--- src/design/co2fr_pkg.sv ---
// ----------------------------------------------------------------------------
// co2fr_pkg
// Shared types and constants for the CO2 sensor frame receiver.
// ----------------------------------------------------------------------------
`default_nettype none

package co2fr_pkg;

  // Input operation codes (tuser on the slave side)
  localparam logic [1:0] OP_START = 2'd0;
  localparam logic [1:0] OP_BYTE  = 2'd1;
  localparam logic [1:0] OP_TICK  = 2'd2;

  // Classified item kinds as they travel through the queue
  typedef enum logic [1:0] {
    KIND_START = 2'd0,
    KIND_BYTE  = 2'd1,
    KIND_TICK  = 2'd2
  } kind_e;

  // Result status codes (tuser on the master side)
  typedef enum logic [1:0] {
    ST_OK       = 2'd0,
    ST_TIMEOUT  = 2'd1,
    ST_CHECKSUM = 2'd2
  } status_e;

  typedef struct packed {
    kind_e      kind;
    logic [7:0] data;
  } qitem_t;

  typedef struct packed {
    status_e           status;
    logic [15:0]       co2_ppm;
    logic signed [8:0] sensor_temp;
  } result_t;

  localparam int unsigned QueueDepthDef = 2;

  localparam logic [15:0]       TimeoutResetMs = 16'd1000;
  localparam logic [15:0]       ElapsedMax     = 16'hFFFF;
  localparam logic [3:0]        IdxFirst       = 4'd0;
  localparam logic [3:0]        IdxCo2High     = 4'd2;
  localparam logic [3:0]        IdxCo2Low      = 4'd3;
  localparam logic [3:0]        IdxTemp        = 4'd4;
  localparam logic [3:0]        IdxSumLast     = 4'd7;
  localparam logic [8:0]        TempOffset     = 9'd40;

  // APB register map
  localparam int unsigned ApbAddrW       = 3;
  localparam logic [2:0]  RegTimeoutAddr = 3'h0;

endpackage

`default_nettype wire

--- src/design/co2_sensor_frame_receiver_core.sv ---
// ----------------------------------------------------------------------------
// co2_sensor_frame_receiver_core
// Receiver for the 9-byte response frame of an NDIR CO2 sensor.
// ----------------------------------------------------------------------------
// A start transaction arms the receiver and clears byte count, sum and elapsed
// time. While armed, byte transactions build the frame: bytes 1..7 are summed
// mod 256, the ninth byte must equal the two's complement of that sum, and the
// ninth byte produces one result: ok with CO2 ppm (byte2:byte3) and
// temperature (byte4 - 40), or checksum error with zero fields. Millisecond
// tick transactions count up (saturating at 65535); the tick that reaches
// timeout_ms yields a timeout result with zero fields. Bytes and ticks while
// disarmed, and operation code 3, are dropped. The block takes one transaction
// per clock while the queue is not full: a classifier feeds a two-entry queue,
// and the frame engine retires one queued item per cycle into a one-deep
// result register while that register is free or draining, so input and
// output stall independently. A transaction that yields a result passes the
// queue, then the result register, before result valid rises. timeout_ms sits
// at APB byte address 0 (reset 1000); write it only while the block is idle.
// ----------------------------------------------------------------------------
`default_nettype none

module co2_sensor_frame_receiver_core #(
  parameter int unsigned QueueDepth = co2fr_pkg::QueueDepthDef
) (
  input  wire logic                          clk_i,
  input  wire logic                          rst_ni,
  // input stream
  input  wire logic                          s_axis_tvalid,
  output logic                               s_axis_tready,
  input  wire logic [7:0]                    s_axis_tdata,  // [7:0] rx_byte
  input  wire logic [1:0]                    s_axis_tuser,  // [1:0] operation
  // result stream
  output logic                               m_axis_tvalid,
  input  wire logic                          m_axis_tready,
  output logic [31:0]                        m_axis_tdata,  // [15:0] co2_ppm,
                                                            // [24:16] sensor_temp
  output logic [1:0]                         m_axis_tuser,  // [1:0] status
  // APB configuration port
  input  wire logic                          psel,
  input  wire logic                          penable,
  input  wire logic                          pwrite,
  input  wire logic [co2fr_pkg::ApbAddrW-1:0] paddr,
  input  wire logic [31:0]                   pwdata,
  output logic [31:0]                        prdata,
  output logic                               pready
);
  import co2fr_pkg::*;

  logic [15:0] timeout_ms_q;
  logic        apb_wr;

  qitem_t      front_item;
  logic        front_keep;
  logic        q_full;
  qitem_t      q_head;
  logic        q_valid;
  logic        q_pop;
  result_t     res;

  // ---- configuration ----
  assign pready = 1'b1;
  assign apb_wr = psel && penable && pwrite;

  always_ff @(posedge clk_i or negedge rst_ni) begin
    if (!rst_ni) begin
      timeout_ms_q <= TimeoutResetMs;
    end else if (apb_wr && paddr == RegTimeoutAddr) begin
      timeout_ms_q <= pwdata[15:0];
    end
  end

  assign prdata = (paddr == RegTimeoutAddr) ? {16'h0000, timeout_ms_q} : 32'h0000_0000;

  // ---- front: classify ----
  co2fr_front u_front (
    .op_i      (s_axis_tuser),
    .rx_byte_i (s_axis_tdata),
    .item_o    (front_item),
    .keep_o    (front_keep)
  );

  // dropped codes are accepted without using a queue slot
  assign s_axis_tready = !q_full;

  co2fr_queue #(
    .Depth (QueueDepth)
  ) u_queue (
    .clk_i       (clk_i),
    .rst_ni      (rst_ni),
    .push_i      (s_axis_tvalid && front_keep),
    .push_item_i (front_item),
    .full_o      (q_full),
    .pop_i       (q_pop),
    .head_o      (q_head),
    .valid_o     (q_valid)
  );

  // ---- back: frame engine ----
  co2fr_back u_back (
    .clk_i        (clk_i),
    .rst_ni       (rst_ni),
    .timeout_ms_i (timeout_ms_q),
    .item_i       (q_head),
    .item_valid_i (q_valid),
    .item_pop_o   (q_pop),
    .res_o        (res),
    .res_valid_o  (m_axis_tvalid),
    .res_ready_i  (m_axis_tready)
  );

  assign m_axis_tdata = {7'b0000000, res.sensor_temp, res.co2_ppm};
  assign m_axis_tuser = res.status;

endmodule

`default_nettype wire

--- src/design/co2fr_front.sv ---
// ----------------------------------------------------------------------------
// co2fr_front
// Input classifier: decodes the operation code and drops meaningless items.
// ----------------------------------------------------------------------------
`default_nettype none

module co2fr_front (
  input  wire logic [1:0]      op_i,
  input  wire logic [7:0]      rx_byte_i,
  output co2fr_pkg::qitem_t    item_o,
  output logic                 keep_o
);
  import co2fr_pkg::*;

  always_comb begin
    item_o = '{kind: KIND_START, data: 8'h00};
    keep_o = 1'b1;
    case (op_i)
      OP_START: item_o.kind = KIND_START;
      OP_BYTE: begin
        item_o.kind = KIND_BYTE;
        item_o.data = rx_byte_i;
      end
      OP_TICK:  item_o.kind = KIND_TICK;
      default:  keep_o = 1'b0; // undefined op: accepted, then dropped
    endcase
  end

endmodule

`default_nettype wire

--- src/design/co2fr_queue.sv ---
// ----------------------------------------------------------------------------
// co2fr_queue
// Small FIFO between front and back; show-ahead read.
// ----------------------------------------------------------------------------
`default_nettype none

module co2fr_queue #(
  parameter int unsigned Depth = co2fr_pkg::QueueDepthDef
) (
  input  wire logic               clk_i,
  input  wire logic               rst_ni,
  input  wire logic               push_i,
  input  co2fr_pkg::qitem_t       push_item_i,
  output logic                    full_o,
  input  wire logic               pop_i,
  output co2fr_pkg::qitem_t       head_o,
  output logic                    valid_o
);
  import co2fr_pkg::*;

  localparam int unsigned PtrW = (Depth > 1) ? $clog2(Depth) : 1;
  localparam int unsigned CntW = $clog2(Depth + 1);
  localparam logic [PtrW-1:0] PtrLast = PtrW'(Depth - 1);
  localparam logic [CntW-1:0] CntFull = CntW'(Depth);

  qitem_t           mem_q [Depth];
  logic [PtrW-1:0]  wr_ptr_q, wr_ptr_d;
  logic [PtrW-1:0]  rd_ptr_q, rd_ptr_d;
  logic [CntW-1:0]  cnt_q, cnt_d;
  logic             do_push, do_pop;

  assign full_o  = (cnt_q == CntFull);
  assign valid_o = (cnt_q != '0);
  assign head_o  = mem_q[rd_ptr_q];
  assign do_push = push_i && !full_o;
  assign do_pop  = pop_i && valid_o;

  always_comb begin
    wr_ptr_d = wr_ptr_q;
    rd_ptr_d = rd_ptr_q;
    cnt_d    = cnt_q;
    if (do_push) begin
      wr_ptr_d = (wr_ptr_q == PtrLast) ? '0 : wr_ptr_q + 1'b1;
    end
    if (do_pop) begin
      rd_ptr_d = (rd_ptr_q == PtrLast) ? '0 : rd_ptr_q + 1'b1;
    end
    if (do_push && !do_pop) begin
      cnt_d = cnt_q + 1'b1;
    end else if (do_pop && !do_push) begin
      cnt_d = cnt_q - 1'b1;
    end
  end

  always_ff @(posedge clk_i or negedge rst_ni) begin
    if (!rst_ni) begin
      wr_ptr_q <= '0;
      rd_ptr_q <= '0;
      cnt_q    <= '0;
    end else begin
      wr_ptr_q <= wr_ptr_d;
      rd_ptr_q <= rd_ptr_d;
      cnt_q    <= cnt_d;
    end
  end

  always_ff @(posedge clk_i) begin
    if (do_push) begin
      mem_q[wr_ptr_q] <= push_item_i;
    end
  end

endmodule

`default_nettype wire

--- src/design/co2fr_back.sv ---
// ----------------------------------------------------------------------------
// co2fr_back
// Frame state machine: byte count, checksum, timeout; registered result.
// ----------------------------------------------------------------------------
`default_nettype none

module co2fr_back (
  input  wire logic            clk_i,
  input  wire logic            rst_ni,
  input  wire logic [15:0]     timeout_ms_i,
  input  co2fr_pkg::qitem_t    item_i,
  input  wire logic            item_valid_i,
  output logic                 item_pop_o,
  output co2fr_pkg::result_t   res_o,
  output logic                 res_valid_o,
  input  wire logic            res_ready_i
);
  import co2fr_pkg::*;

  logic        armed_q, armed_d;
  logic [3:0]  idx_q, idx_d;
  logic [7:0]  sum_q, sum_d;
  logic [15:0] elapsed_q, elapsed_d;
  logic [7:0]  co2_high_q, co2_low_q, temp_raw_q;
  logic        out_valid_q, out_valid_d;
  result_t     out_q, out_d;

  logic        emit;
  result_t     emit_res;
  logic [15:0] elapsed_inc;
  logic [7:0]  expect_sum;

  // take a queued item whenever the result slot is free or draining
  assign item_pop_o  = item_valid_i && (!out_valid_q || res_ready_i);
  assign elapsed_inc = (elapsed_q == ElapsedMax) ? elapsed_q : elapsed_q + 16'd1;
  assign expect_sum  = ~sum_q + 8'd1;

  always_comb begin
    armed_d   = armed_q;
    idx_d     = idx_q;
    sum_d     = sum_q;
    elapsed_d = elapsed_q;
    emit      = 1'b0;
    emit_res  = '{status: ST_OK, co2_ppm: 16'h0000, sensor_temp: 9'sd0};
    if (item_pop_o) begin
      case (item_i.kind)
        KIND_START: begin
          armed_d   = 1'b1;
          idx_d     = IdxFirst;
          sum_d     = 8'h00;
          elapsed_d = 16'h0000;
        end
        KIND_BYTE: begin
          if (armed_q) begin
            if (idx_q == IdxFirst) begin
              idx_d = idx_q + 4'd1;
            end else if (idx_q <= IdxSumLast) begin
              idx_d = idx_q + 4'd1;
              sum_d = sum_q + item_i.data;
            end else begin
              // ninth byte: checksum
              armed_d = 1'b0;
              idx_d   = IdxFirst;
              emit    = 1'b1;
              if (item_i.data != expect_sum) begin
                emit_res.status = ST_CHECKSUM;
              end else begin
                emit_res.co2_ppm     = {co2_high_q, co2_low_q};
                emit_res.sensor_temp = $signed({1'b0, temp_raw_q} - TempOffset);
              end
            end
          end
        end
        KIND_TICK: begin
          if (armed_q) begin
            elapsed_d = elapsed_inc;
            if (elapsed_inc >= timeout_ms_i) begin
              armed_d         = 1'b0;
              idx_d           = IdxFirst;
              emit            = 1'b1;
              emit_res.status = ST_TIMEOUT;
            end
          end
        end
        default: ;
      endcase
    end
  end

  always_comb begin
    out_valid_d = out_valid_q;
    out_d       = out_q;
    if (out_valid_q && res_ready_i) begin
      out_valid_d = 1'b0;
    end
    if (emit) begin
      out_valid_d = 1'b1;
      out_d       = emit_res;
    end
  end

  always_ff @(posedge clk_i or negedge rst_ni) begin
    if (!rst_ni) begin
      armed_q     <= 1'b0;
      idx_q       <= IdxFirst;
      sum_q       <= 8'h00;
      elapsed_q   <= 16'h0000;
      out_valid_q <= 1'b0;
    end else begin
      armed_q     <= armed_d;
      idx_q       <= idx_d;
      sum_q       <= sum_d;
      elapsed_q   <= elapsed_d;
      out_valid_q <= out_valid_d;
    end
  end

  // payload: frame fields and result register
  always_ff @(posedge clk_i) begin
    out_q <= out_d;
    if (item_pop_o && armed_q && item_i.kind == KIND_BYTE) begin
      if (idx_q == IdxCo2High) co2_high_q <= item_i.data;
      if (idx_q == IdxCo2Low)  co2_low_q  <= item_i.data;
      if (idx_q == IdxTemp)    temp_raw_q <= item_i.data;
    end
  end

  assign res_o       = out_q;
  assign res_valid_o = out_valid_q;

endmodule

`default_nettype wire

--- config.mk ---
export PLATFORM = sky130hd
export DESIGN_NAME = co2_sensor_frame_receiver_core
export DESIGN_NICKNAME = d
export VERILOG_FILES = /design/src/design/co2fr_pkg.sv /design/src/design/co2_sensor_frame_receiver_core.sv /design/src/design/co2fr_front.sv /design/src/design/co2fr_queue.sv /design/src/design/co2fr_back.sv
export SDC_FILE = /design/constraint.sdc
export NUM_CORES = 1
export LEC_CHECK = 0
export ABC_AREA = 1
export BUFFER_PORTS_ARGS = -buffer_cell sky130_fd_sc_hd__buf_4
export CORE_MARGIN = 2
export CORE_UTILIZATION = 57
export DETAILED_ROUTE_END_ITERATION = 10
export PLACE_DENSITY = 0.86
export SYNTH_ARGS = -nofsm -noshare
export SYNTH_HDL_FRONTEND = slang
export SYNTH_HIERARCHICAL = 1
export SYNTH_SLANG_ARGS = --single-unit
--- constraint.sdc ---
create_clock -name clk_i -period 4.62 [get_ports clk_i]
set_clock_uncertainty 0.2 [all_clocks]
set_input_delay 0.231 -clock clk_i [delete_from_list [all_inputs] [get_ports clk_i]]
set_output_delay 0.231 -clock clk_i [all_outputs]
set_load 0.02 [all_outputs]
==> impl_metrics.csv, run 1 <==
group,metric,value,unit
status,status,"completed",
power,power,4.112,mW
sta,setup_viol,0,
clocking,cts.clk_slew.worst_paths,0.06,ns
finish,antenna_cells,0,
route,wire_per_inst,13.50,um
run,maxCapViolCount,0,
setup_path,worst-setup-path-type,"register to register",
finish,layout-drive-gt1-share,19.55,%
placed_design,portBuffers,80,
clocking,cts_tree,"built",
sta,final-hold-violation-count,0,
finish,fin_util,71.21,%
power,ir_worst_vdd,0.2930,mV
route,drc,0,
power,p_leak,4.133,nW
sta,tightest_slew,1.242,ns
clocking,cts_setup_buffers,0,
setup_path,arrival,3.33,ns
placed_design,hpwl,9358,um
floorplan,die_x,114.2,um
synthesis,avgSynthCellArea,9.145,um2
setup_path,cp_top_family,"simple AND/OR/NAND/NOR gates",
synthesis,synth-edff-count,71,
clocking,clock-sinks,121,
sta,finalCritPeriodShare,74.75,%
finish,area_growth,22.52,%
floorplan,rows,40,
setup_path,required,4.50,ns
grt,grt.overflow.total,0,
sta,rsz0062_at_grt,"false",
synthesis,netlist_area,6923,um2
floorplan,die_area,13040,um2
grt,grt_usage,22.64,%
setup_path,crit_path_max_fanout,27,
clocking,cts_buffers,17,
grt,antenna_found_initial,0,
synthesis,synth_top_area_share,30.80,%
floorplan,initial_core_util,58.12,%
setup_path,critPathMaxStageDelay,0.44,ns
placed_design,place.gp.congestion,0.9097,
clocking,clk_latency,0.41,ns
route,postRouteAntennaNets,0,
grt,grt_pass1_wl,23240,um
route,viasPerCell,5.138,
synthesis,postSynthCellCount,757,
sta,final_max_slew_viol_count,0,
clocking,cts_max_level,4,
finish,fin_nets,971,
clocking,cts_max_path_buffers,2,
synthesis,ys_seq_area_share,48.98,%
synthesis,synth_cell_type_count,43,
floorplan,boundaryPins,121,
min_path,hp-class,"input pin to register",
clocking,root_buffer,"clkbuf_16",
finish,fillers,816,
synthesis,synth-seq-cells,121,
sta,setup_tns,0,ns
grt,grt_pass1_vias,5047,
sta,period_needed,3.453,ns
power,power_density,484.8,nW/um2
synthesis,yosysTopAreaCell,"edfxtp_1",
synthesis,synth_flop_cell,"edfxtp_1",
sta,slew_headroom,17.02,%
route,wl,14070,um
synthesis,synth_most_common_cell,"nand2_1",
synthesis,synth_common_cells,"nand2_1, inv_1, edfxtp_1, nor2_1, nand3_1",
setup_path,worstPathCellList,"ha_1 -> nand2_1 -> nor2_2 -> nand3_2 -> nor2_4 -> inv_2 -> nand2_1 -> ha_1 -> nand4_1 -> nor2_1 -> nand3_1 -> nand3_1 -> nand3_1 -> nand2_1 -> buf_4",
setup_path,start_kind,"register",
synthesis,yosys_warnings,6,
route,firstDrtPassIters,6,
floorplan,fp.dieH,114.2,um
sta,max_freq,289.6,MHz
floorplan,coreArea,11910,um2
setup_path,critical_path.slowest_cell,"dfrtp_1",
setup_path,end_kind,"register",
route,via_count,5354,
route,drt-initial-drc-count,396,
setup_path,crit_buf_inv,2,
clocking,cts_resized,0,
synthesis,async_flop_share,41.32,%
grt,grt_max_degree,51,
sta,timing.hold.ws,0.01456,ns
synthesis,ys_top_cells_by_area,"edfxtp_1, dfrtp_1, nand2_1",
## per-layer routing
| layer | track usage, % | share of wire (%) |
|---|---|---|
| met1 | 28.73 | 42 |
| met2 | 38.37 | 51 |
| met3 | 4.553 | 5.6 |
| met4 | 8.780 | 1.9 |
| met5 | 0 | 0 |
## cell usage in the layout (no fill, tap or decap), drive strengths merged, types with 2 or more instances in the layout
master         n
a21oi         18
a31oi          2
buf           81
bufinv         3
clkbuf        17
clkinv         5
clkinvlp       4
conb          24
dfrtp         44
dfstp          6
dlygate4sd3   41
edfxtp        71
ha            34
inv          132
nand2        173
nand3         47
nand3b         3
nand4          7
nor2          92
nor3          13
o21ai         23
o21bai        17
o22ai          5
or2            3
xnor2          6
xor2          19
## timing repair
action,4_1_cts,5_1_grt
hold endpoints to repair,76,0
setup endpoints to repair,0,0
hold buffers,41,0
## worst register-to-register path, delay by kind of cell (launching register included)
kind | cells | cell delay, ns
buf+inv | 2 | 0.45
flops | 1 | 0.44
fa+ha+maj | 2 | 0.43
simple gates | 11 | 1.60
## through the flow
step	cells	worst slack (ns)	cell area, um2
2_1_floorplan	779	1.324	7005
3_3_place_gp	971	1.268	7491
3_5_place_dp	971	1.187	7491
4_1_cts	1042	1.173	8482
5_1_grt	1042	0.8331	8482
6_report	1042	1.167	8482
## registers in the layout, summed over array words and instances, names as in the netlist, 2 cells and up
name and cells:
u_queue/mem_q 20, u_queue/cnt_q 2, u_back/res_o 27, u_back/sum_q 8, u_back/elapsed_q 16, u_back/idx_q 4
u_back/co2_high_q 8, u_back/temp_raw_q 8, u_back/co2_low_q 8, timeout_ms_q 16
## logic make-up (layout without fill, tap and decap cells)
family | after synthesis | after routing | share of synthesized area, %
compound gates | 67 | 67 | 5.874
xor+xnor | 25 | 25 | 3.163
fa+ha+maj | 35 | 35 | 6.434
buf+inv | 167 | 283 | 11.57
flops | 121 | 121 | 48.98
other cells | 2 | 24 | 0.1085
simple gates | 340 | 340 | 23.88
## layout make-up
cell class / instances / area (um2) / area share (%)
sequential: 121 / 3391 / 39.98
timing repair buffer: 122 / 1018 / 12.01
inverter: 131 / 494.2 / 5.827
multi-input combinational: 491 / 2814 / 33.18
tap: 147 / 183.9 / 2.168
clock buffer: 17 / 425.4 / 5.015
clock inverter: 13 / 155.1 / 1.829
## worst paths after layout
check | cells after the start | to | slack, ns | start
min reg2reg | 2 | u_queue/wr_ptr_q | 0.29 | u_queue/wr_ptr_q
max reg2reg | 15 | u_back/res_o[10] | 1.17 | u_back/elapsed_q[0]
min in group asynchronous | 2 | timeout_ms_q[13] | 0.19 | rst_ni
max in group asynchronous | 2 | u_back/sum_q[7] | 3.59 | rst_ni
min | 3 | u_queue/mem_q[1][3] | 0.01 | s_axis_tdata[3]
max | 15 | u_back/res_o[10] | 1.17 | u_back/elapsed_q[0]
## report_power, final
part           switching, mW  internal (mW)
Sequential             0.112           1.32
Clock                  0.465          0.836
Combinational          0.905          0.470
Power figures use the tool's default switching activity.
==> inputs of run 2 (changes only) <==
- ABC_AREA: 1 -> 0
- CORE_UTILIZATION: 57 -> 56
- PLACE_DENSITY: 0.86 -> 0.85
- clock period: 4.62 -> 3.6 ns (I/O delays scaled with it)
==> run 2 against run 1 <==
- the flow now finishes with violations (setup timing)
- first-iteration DRC count is 30% higher
- synthesized area is 6.2% lower
- critical path depth is 1 lower
- sequential cell count stayed put
- clock-buffer cell count is 1 higher
- combinational power is 33% higher
- global-route usage is 1.1 points higher
- worst setup slack worse by 1.2 ns
- cell count is 17% lower
- critical endpoint is now u_back/idx_q[0]
==> impl_metrics.csv, run 2 <==
group,metric,value,unit
setup_path,cp_top_family,"compound AO/OA/AOI/OAI gates",
synthesis,synth_top_area_share,32.83,%
synthesis,async_flop_share,41.32,%
power,p_comb_share,34.2,%
setup_path,crit_path_max_fanout,5,
power,p_leak,3.782,nW
synthesis,synth_most_common_cell,"edfxtp_1",
synthesis,postSynthCellCount,559,
setup_path,worstPathCellList,"ha_4 -> buf_4 -> nand3_4 -> o311ai_4 -> buf_6 -> xnor2_1 -> ha_1 -> a21oi_2 -> nor2b_1 -> or4_4 -> a41oi_2 -> nor2_4 -> a31oi_4 -> mux2_4",
sta,final_max_slew_viol_count,0,
synthesis,netlist_area,6494,um2
synthesis,synth-edff-count,71,
synthesis,synth-seq-cells,121,
setup_path,r2r_end,"u_back/idx_q[0]",
setup_path,worstSetupStartpoint,"u_back/elapsed_q[1]",
clocking,root_buffer,"clkbuf_16",
route,drc,0,
placed_design,place.gp.congestion,0.8880,
grt,grt.overflow.total,0,
status,violations,"setup timing",
floorplan,fp.dieH,111.7,um
placed_design,dp_cells,792,
power,seqPwrFrac,35.0,%
clocking,clock-sinks,121,
min_path,holdPathStages,3,
synthesis,avgSynthCellArea,11.62,um2
min_path,hold_end,"u_back/res_valid_o",
setup_path,reg2reg_slack,-0.04,ns
finish,layout_commonest_cell,"buf_4",
setup_path,end_kind,"register",
finish,multiInputGateArea,2978,um2
synthesis,yosysTopAreaCell,"edfxtp_1",
power,netSwitchingPower,1.871,mW
route,wire_per_inst,18.15,um
grt,use_met2,39.27,%
finish,area_growth,30.60,%
grt,antenna_found_initial,0,
route,postRouteAntennaNets,0,
sta,tightest_slew,0.8670,ns
synthesis,ys_top_cells_by_area,"edfxtp_1, dfrtp_1, ha_1",
grt,grt-busiest-layer,"met2",
grt,grt_pass1_vias,4762,
floorplan,die_x,111.7,um
floorplan,die_area,12470,um2
run,maxCapViolCount,0,
sta,setup_viol,24,
grt,grt_usage,23.78,%
finish,design_area,8481,um2
grt,grt.met3_usage,4.627,%
sta,slew_headroom,41.99,%
finish,layout-drive-gt1-share,28.83,%
grt,grt_pass1_wl,23450,um
setup_path,timing.rr.start,"u_back/elapsed_q[1]",
finish,layout_common_cells,"buf_4, edfxtp_1, dfrtp_1",
sta,rsz0062_at_grt,"true",
clocking,cts_tree,"built",
power,power_density,635.6,nW/um2
floorplan,rows,39,
synthesis,synth_cell_type_count,58,
route,via_count,4862,
sta,final-hold-violation-count,0,
finish,antenna_cells,0,
setup_path,worst-setup-path-type,"register to register",
setup_path,arrival,3.74,ns
floorplan,initial_core_util,57.11,%
synthesis,ys_seq_area_share,52.22,%
setup_path,crit_buf_inv,2,
clocking,cts_max_path_buffers,2,
min_path,hp-class,"input pin to register",
finish,final_cells,861,
clocking,clk_latency,0.42,ns
synthesis,synth_common_cells,"edfxtp_1, and2_1, dfrtp_1, ha_1, inv_1",
power,p_clk_share,30.9,%
synthesis,synth_flop_cell,"edfxtp_1",
power,power,5.390,mW
placed_design,hpwl,9501,um
sta,setup_tns,-0.4247,ns
finish,fin_nets,792,
power,ir_worst_vdd,0.4521,mV
clocking,cts.clk_slew.worst_paths,0.06,ns
synthesis,yosys_warnings,6,
power,sw_frac_of_total,34.70,%
route,firstDrtPassIters,5,
placed_design,portBuffers,80,
floorplan,boundaryPins,121,
grt,use_met1,31.40,%
power,p_int,3.520,mW
clocking,cts_max_level,4,
setup_path,reg2regPathDepth,14,
setup_path,start_kind,"register",
placed_design,place_area,7337,um2
sta,fin_ws,-0.04445,ns
route,viasPerCell,5.647,
sta,max_freq,274.4,MHz
setup_path,critical_path.slowest_cell,"dfrtp_1",
setup_path,required,3.70,ns
status,status,"complete, but fails checks",
clocking,cts_buffers,17,
finish,fillers,669,
sta,period_needed,3.644,ns
finish,largest_register_ffs,27,
route,wl,15630,um
finish,register_area,3392,um2
grt,grt_max_degree,51,
setup_path,critPathMaxStageDelay,0.43,ns
floorplan,coreArea,11370,um2
route,drt-initial-drc-count,514,
min_path,hp-start,"m_axis_tready",
sta,finalCritPeriodShare,101.2,%
-- run 2: cell types whose count changed after synthesis, moves of 12 or more --
cell and delta:
nor2_1 -41, o21bai_1 -14, and3_1 +13, inv_1 -88
o21ai_0 +12, nand3_1 -32, and2_1 +44, mux2_1 +22
xnor2_1 +16, nand2_1 -133, nor2_4 -24
-- run 2: worst max-delay path by stage --
stage / end / cells past startpoint
after floorplan: u_back/res_o[0] / 16
after global placement: u_back/idx_q[3] / 13
after detailed placement: u_back/idx_q[3] / 13
after CTS: u_back/idx_q[3] / 13
after global routing: u_back/res_o[11] / 15
final: u_back/idx_q[0] / 14
-- run 2: per-stage QoR --
step | setup slack, ns | hold WS, ns | util, %
floorplan | -0.1027 | -0.3156 | -
global placement | -0.02308 | 0.04829 | 64.53
global route | -0.1428 | 0.03203 | 74.59
finish | -0.04445 | 0.04141 | 74.59
CTS | 0.007238 | 0.01105 | 72.57
detailed placement | -0.1203 | 0.05337 | 64.53
-- run 2: metal layers --
layer | part of all wire, % | vias to the layer above | wire, um
li1 | - | 2229 | -
met1 | 41 | 2341 | 6447
met2 | 49 | 248 | 7680
met3 | 6.5 | 44 | 1017
met4 | 3.1 | 0 | 480
met5 | 0 | - | 0
-- run 2: worst min-delay path, stage by stage --
cell and delay (ns):
buf_4 0.08, nand2b_1 0.22, a31oi_1 0.13
-- run 2: timing repair --
item                                   in CTS  in global routing
endpoints found under the hold margin      80                  0
setup endpoints to repair                  30                 32
resized for setup                           8                 31
buffers inserted                            2                  5
hold buffers                               28                  0
pin swaps                                   1                  3
gates cloned                                0                  2
-- run 2: area by class of cell --
type,count,share of cell area [%]
clock inverter,14,1.756
inverter,33,1.461
timing repair buffer,149,14.50
multi-input combinational,383,35.11
clock buffer,18,5.060
sequential,121,40.00
tap,143,2.110
-- run 2: cell families (layout without fill, tap and decap cells) --
group	Yosys count	count (layout)	share of synthesized area [%]
flops	121	121	52.22
fa+ha+maj	35	35	6.859
simple gates	170	170	15.28
compound gates	84	84	8.150
xor+xnor	37	37	4.990
buf+inv	77	214	6.705
other cells	2	24	0.1157
mux	33	33	5.684
-- run 2: power groups by stage --
| stage | Sequential [mW] | Clock (mW) | Combinational, mW |
|---|---|---|---|
| 2_1_floorplan | 1.82 | 0 | 1.33 |
| 3_3_place_gp | 1.88 | 0 | 1.55 |
| 3_5_place_dp | 1.90 | 0 | 1.63 |
| 4_1_cts | 1.87 | 1.67 | 1.73 |
| 5_1_grt | 1.91 | 1.74 | 2.01 |
| 6_report | 1.89 | 1.66 | 1.84 |
